File: src/hdl/cau_pkg.sv
// Shared types, codes and arithmetic helpers of the complex arithmetic unit.
// No dependencies; every module of the unit imports this package, the interfaces do not.
package cau_pkg;

	localparam int DATA_W        = 32;
	localparam int MAG_W         = 64;
	localparam int QUO_W         = 35;
	localparam int ROOT_STEPS    = 32;
	localparam int QUEUE_DEPTH   = 4;
	localparam int FRAC_BITS_DEF = 16;

	localparam logic [1:0] MODE_ADD = 2'd0;
	localparam logic [1:0] MODE_SUB = 2'd1;
	localparam logic [1:0] MODE_MUL = 2'd2;
	localparam logic [1:0] MODE_DIV = 2'd3;

	localparam logic [1:0] STATUS_OK   = 2'd0;
	localparam logic [1:0] STATUS_OVF  = 2'd1;
	localparam logic [1:0] STATUS_DIVZ = 2'd2;

	// what the back end still has to do with a queued item
	localparam logic [1:0] KIND_DONE = 2'd0;
	localparam logic [1:0] KIND_DIV  = 2'd1;
	localparam logic [1:0] KIND_DIVZ = 2'd2;

	localparam logic [35:0] QUO_CLAMP = 36'h4_0000_0000;

	typedef struct packed {
		logic [1:0]         kind;
		logic               re_neg;
		logic               im_neg;
		logic [MAG_W-1:0]   re_mag;
		logic [MAG_W-1:0]   im_mag;
		logic [MAG_W-1:0]   den;
		logic [DATA_W-1:0]  res_re;
		logic [DATA_W-1:0]  res_im;
		logic               ovf;
	} cau_entry_t;

	typedef struct packed {
		logic [MAG_W-1:0] r;
		logic [QUO_W-1:0] q;
	} div_rq_t;

	typedef struct packed {
		logic [MAG_W-1:0] n;
		logic [MAG_W-1:0] r;
	} sqrt_nr_t;

	// saturate a sign/magnitude value to 32 bits; bit 32 flags saturation
	function automatic logic [DATA_W:0] sat32(input logic neg, input logic [MAG_W-1:0] mag);
		logic [DATA_W:0] res;
		if (!neg) begin
			if (mag > 64'h7FFF_FFFF) res = {1'b1, 32'h7FFF_FFFF};
			else res = {1'b0, mag[DATA_W-1:0]};
		end else begin
			if (mag > 64'h8000_0000) res = {1'b1, 32'h8000_0000};
			else res = {1'b0, 32'd0 - mag[DATA_W-1:0]};
		end
		return res;
	endfunction

	// one restoring division step with the quotient clamped at 2^34
	function automatic div_rq_t div_step(input logic [MAG_W-1:0] r, input logic [QUO_W-1:0] q,
			input logic nbit, input logic [MAG_W-1:0] den);
		logic [MAG_W:0] t;
		logic [QUO_W:0] qn;
		div_rq_t o;
		t  = {r, nbit};
		qn = {q, 1'b0};
		if (t >= {1'b0, den}) begin
			t     = t - {1'b0, den};
			qn[0] = 1'b1;
		end
		if (qn > QUO_CLAMP) qn = QUO_CLAMP;
		o.r = t[MAG_W-1:0];
		o.q = qn[QUO_W-1:0];
		return o;
	endfunction

	// one step of the digit-by-digit integer square root
	function automatic sqrt_nr_t sqrt_step(input logic [MAG_W-1:0] n, input logic [MAG_W-1:0] r,
			input logic [MAG_W-1:0] sbit);
		logic [MAG_W:0] t;
		sqrt_nr_t o;
		t = {1'b0, r} + {1'b0, sbit};
		if ({1'b0, n} >= t) begin
			o.n = n - t[MAG_W-1:0];
			o.r = (r >> 1) + sbit;
		end else begin
			o.n = n;
			o.r = r >> 1;
		end
		return o;
	endfunction

endpackage

File: src/hdl/cau_queue.sv
// Short queue between the front end and the back end.
// Depends on cau_pkg for the entry type.
module cau_queue #(
	parameter int DEPTH = cau_pkg::QUEUE_DEPTH
) (
	input  logic                clk,
	input  logic                arst_n,
	input  logic                push,
	input  cau_pkg::cau_entry_t wr_entry,
	input  logic                pop,
	output cau_pkg::cau_entry_t head,
	output logic                full,
	output logic                empty
);
	import cau_pkg::*;

	localparam int PTR_W = (DEPTH > 1) ? $clog2(DEPTH) : 1;
	localparam int CNT_W = $clog2(DEPTH + 1);

	cau_entry_t       slots_q [DEPTH];
	logic [PTR_W-1:0] wr_ptr_q, rd_ptr_q;
	logic [CNT_W-1:0] count_q;

	assign full  = (count_q == CNT_W'(DEPTH));
	assign empty = (count_q == '0);
	assign head  = slots_q[rd_ptr_q];

	always_ff @(posedge clk or negedge arst_n) begin
		if (!arst_n) begin
			wr_ptr_q <= '0;
			rd_ptr_q <= '0;
			count_q  <= '0;
		end else begin
			if (push) wr_ptr_q <= (wr_ptr_q == PTR_W'(DEPTH - 1)) ? '0 : wr_ptr_q + 1'b1;
			if (pop)  rd_ptr_q <= (rd_ptr_q == PTR_W'(DEPTH - 1)) ? '0 : rd_ptr_q + 1'b1;
			if (push && !pop) count_q <= count_q + 1'b1;
			else if (pop && !push) count_q <= count_q - 1'b1;
		end
	end

	always_ff @(posedge clk) begin
		if (push) slots_q[wr_ptr_q] <= wr_entry;
	end

endmodule

File: config.mk
export PLATFORM = sky130hd
export DESIGN_NAME = cau_queue
export DESIGN_NICKNAME = d
export VERILOG_FILES = /design/src/hdl/cau_pkg.sv /design/src/hdl/cau_queue.sv
export SDC_FILE = /design/constraint.sdc
export NUM_CORES = 1
export LEC_CHECK = 0
export ABC_AREA = 1
export BUFFER_PORTS_ARGS = -buffer_cell sky130_fd_sc_hd__buf_2
export CORE_MARGIN = 2
export CORE_UTILIZATION = 58
export DETAILED_ROUTE_END_ITERATION = 6
export MAX_ROUTING_LAYER = met4
export PLACE_DENSITY_LB_ADDON = 0.08
export SLEW_MARGIN = 40
export SYNTH_ARGS = -nofsm -noshare
export SYNTH_HDL_FRONTEND = slang
export SYNTH_SLANG_ARGS = --single-unit
File: constraint.sdc
create_clock -name clk -period 7.97 [get_ports clk]
set_input_delay 1.1955 -clock clk [delete_from_list [all_inputs] [get_ports clk]]
set_output_delay 1.1955 -clock clk [all_outputs]
set_load 0.01 [all_outputs]
; After elaboration in Yosys (flattened, before gate mapping)
; Memories as Yosys holds them, arrays and structs flattened.
; Cells that the tools add are included.
[word_totals]
ff_bits = 7
ramBits = 1044
input_bits = 265
out_inout_bits = 263
elab_cells = 23
n_memories = 1
[memory_table]
columns = memory, words, width, read_ports, rd_ports_with_merged_regs, wr, line
row1 = slots_q, 4, 261, 1, 0, 1, cau_queue.sv:20  ; cau_entry_t slots_q [DEPTH];
[classes]
addsub = 4
eq_ne = 3
muxes = 6
n_reduce_logical = 6
[ops]
columns = operator, n
row1 = 2-to-1 mux 3 bit, 2
row2 = "adder 2 x 1 -> 2 bit, second input constant", 2
row3 = "equality test 2 bit, second input constant", 2
row4 = 2-to-1 mux 2 bit, 2
row5 = "adder 3 x 1 -> 3 bit, second input constant", 1
row6 = "equality test 3 bit, second input constant", 1
row7 = zero test 3 bit, 1
row8 = "subtractor 3 x 1 -> 3 bit, second input constant", 1
row9 = logical AND 1 bit, 2
row10 = zero test 1 bit, 2
row11 = 2-to-1 mux 1 bit, 2
row12 = nonzero test 2 bit, 1

; Depth between registers and ports, before layout
[logic_depth]
ltp_word = 4
depth_mapped = 9
mapped_depth_nobuf = 9

; Worst setup path after synthesis
; Ideal clock, no wire load.
[synth_timing]
kind = input to register
start = input port push
end = memory slots_q[3][0] (netlist bit) (enable)
setup_time_ns = 0.612
t_arrival_ns = 6.249
required_time_ns = 7.358
setup_slack_ns = 1.109
cell_stages = 2
path_buffers = 0
path_cell_list = nand2_1 -> inv_1
[synth_between]
elab_chain_cells = 2
[synth_lines]
columns = item, line
row1 = "start, declared", cau_queue.sv:8  ; input logic push,
row2 = 2-to-1 mux 1 bit, cau_queue.sv:42  ; if (push) slots_q[wr_ptr_q] <= wr_entry;
row3 = 2-to-1 mux 1 bit (implied by the code), cau_queue.sv:42
row4 = "end, declared", cau_queue.sv:20
; No other way between the ends.

==> run summary <==
status: completed
Die Ht: 271.2 um
sequential power share: 0.416
Final Power: 17,570 uW
#FFs+latches synth: 1,051
Placer Congestion: 0.8834
CTS Root Cell: clkbuf_16
Worst-Margin Slew: 0.8439 ns
initial antenna violation count: 36
largest family of logic cells by synthesized area: compound AO/OA/AOI/OAI gates
commonest non-fill, non-tap cell in the layout: edfxtp_1
placed cell area: 0.04486 mm^2
Synth Net Count: 3,368
Final Hold Viols: 0
CTS tree: built
Tmin final: 4.600 ns
critical path class: reg -> out
post-route cell area: 0.04847 mm^2
# H-tree levels: 3
post-DP HPWL: 54,980 um
core area: 0.07039 mm^2
Antenna Nets Post-Route: 0
CTS buffer count: 105
Fmax achieved: 217.4 MHz
Max Cap Viol: 0
Finished Layout Cells: 4,645
drt first pass iters: 5
mux contribution to synthesized area: 0
global-route wire length before repair: 136,000 um
Synth Area in XOR/XNOR: 0.0002115
# IOs: 528
Mapped Area: 0.04141 mm^2
Slew HR: 0.4374
number of fill cells: 4,875
Avg Cell Area, Syn: 13.38 um^2
gr usage total: 0.2502
via count: 24,920
post_cts resized: 0
Leakage: 0.01949 uW
Setup crit start kind: flop
Sequential Area: 0.03153 mm^2
clk_lat worst skew: 0.65 ns
Die X-Extent: 271.2 um
Hold WS: 0.4019 ns
post-synthesis cell count: 3,096
Reg clk slew, reported paths: 0.06 ns
Placed Cells incl. Taps: 4,414
Worst Path Required: 6.77 ns
clk buf depth: 3
Critical Path End Type: output pin
CP Max Fanout: 63
post-synthesis adder-cell area fraction: 0.002296
Worst EP arrival: 3.40 ns
Starting Density: 0.5883
Synth Area in Simple Gates: 0.07303
Congestion Overflow GR: 0
Final Skew: 0.01769 ns
number of global-route vias before repair: 23,790
Slew Limit Fails: 0
Distinct cells, synth: 20
CTS sink count: 1,051
Clk pwr share: 0.281
period utilization: 0.5772
Hold Crit Class: in -> async
WL final: 91,250 um
warnings from Yosys: 0
Psw: 5897 uW
Multi-input gate area: 0.007067 mm^2
wire per inst: 19.64 um
layout cells sized above 1: 0.1926
most frequent cells in the layout: edfxtp_1, nand2_1, inv_1
RSZ-0062 raised after global routing: false
PwrDens: 362.4 mW/mm^2
setup violators final: 0
Sw Ratio: 0.3357
setup_tns: 0 ns
part of the power in combinational logic: 0.303
post-synthesis compound-gate area fraction: 0.09511
P&R area growth vs syn: 17.04%
postcts setup bufs: 0
std cell rows: 97
DIE AREA: 0.07355 mm^2
fin nets: 3,854
DRC violations left: 0
drt first-iter violations: 1,745
largest net degree at the start of global routing: 244
VDD IR-drop max: 243.6 uV
# port buffers: 527
Hold Buf Count CTS: 0
register area share after synthesis: 0.7613
Vias/cell: 5.366
Int Pwr: 11,670 uW
-- sequential cells by signal, summed over array words and instances (netlist names) --
register / cells
rd_ptr_q: 2
count_q: 3
slots_q: 1044
wr_ptr_q: 2
-- area by class of cell --
type / instances / share of cell area
clock inverter: 58 / 0.01438
antenna: 39 / 0.002014
sequential: 1051 / 0.6505
clock buffer: 133 / 0.05723
multi-input combinational: 1338 / 0.1458
tap: 940 / 0.02427
timing repair buffer: 551 / 0.06314
inverter: 535 / 0.04267
-- power groups by stage --
stage          logic (uW)  registers (uW)  clock network, uW
6_report             5330            7310               4930
5_1_grt              5840            7370               5230
4_1_cts              5390            7310               5000
3_5_place_dp         5370            7420                  0
3_3_place_gp         5230            7400                  0
2_1_floorplan        3290            7570                  0
-- final timing paths --
kind	startpoint	end	slack, ns	cells after the start
worst max-delay path	rd_ptr_q[1]	head[102]	3.37	5
worst min-delay path	arst_n	wr_ptr_q[0]	0.40	1
worst max register to register	wr_ptr_q[0]	slots_q[0][259]	4.99	7
worst min register to register	count_q[2]	count_q[2]	0.55	2
max in group asynchronous	arst_n	rd_ptr_q[1]	7.36	1
min in group clk	count_q[2]	count_q[2]	0.55	2
-- critical path, cell delays in order, from the launching register on --
cell and delay, ns:
dfrtp_4 0.78, buf_4 0.71, buf_4 0.67, o211ai_1 0.20, nand2_1 0.12, buf_2 0.13
-- synthesized netlist by cell type (all sizes together) --
| library cell | instances | share of area |
|---|---|---|
| inv | 535 | 0.049 |
| nand2 | 798 | 0.072 |
| fa | 1 | 0.00048 |
| clkbuf | 44 | 0.0040 |
| buf | 128 | 0.016 |
| xnor2 | 1 | 0.00021 |
| nand3 | 1 | 0.00012 |
| nor3 | 2 | 0.00024 |
| nor2 | 2 | 0.00018 |
| edfxtp | 1044 | 0.76 |
| ha | 6 | 0.0018 |
| o211ai | 522 | 0.095 |
| o21ai | 4 | 0.00048 |
| nand4 | 1 | 0.00015 |
| dfrtp | 7 | 0.0042 |
-- stage by stage --
stage                     setup slack (ns)  utilization
after floorplan                      1.109            -
after global placement               3.775       0.6347
after detailed placement             4.002       0.6373
after CTS                            3.310       0.6866
after global routing                 3.221       0.6883
final                                3.370       0.6886
-- logic make-up (layout without fill, tap and decap cells) --
family	Yosys count	in the layout
xor+xnor	1	1
fa+ha+maj	7	7
other cells	0	39
flops	1051	1051
buf+inv	707	1277
simple gates	804	804
compound gates	526	526
-- metal layers --
layer / track usage / share of wire / up-vias
met4: 0.1057 / 0.036 / 0
met1: 0.2956 / 0.38 / 12110
met5: - / 0 / -
met3: 0.06050 / 0.074 / 183
li1: - / - / 11910
met2: 0.4131 / 0.51 / 722
(Power assumes the default switching activity.)
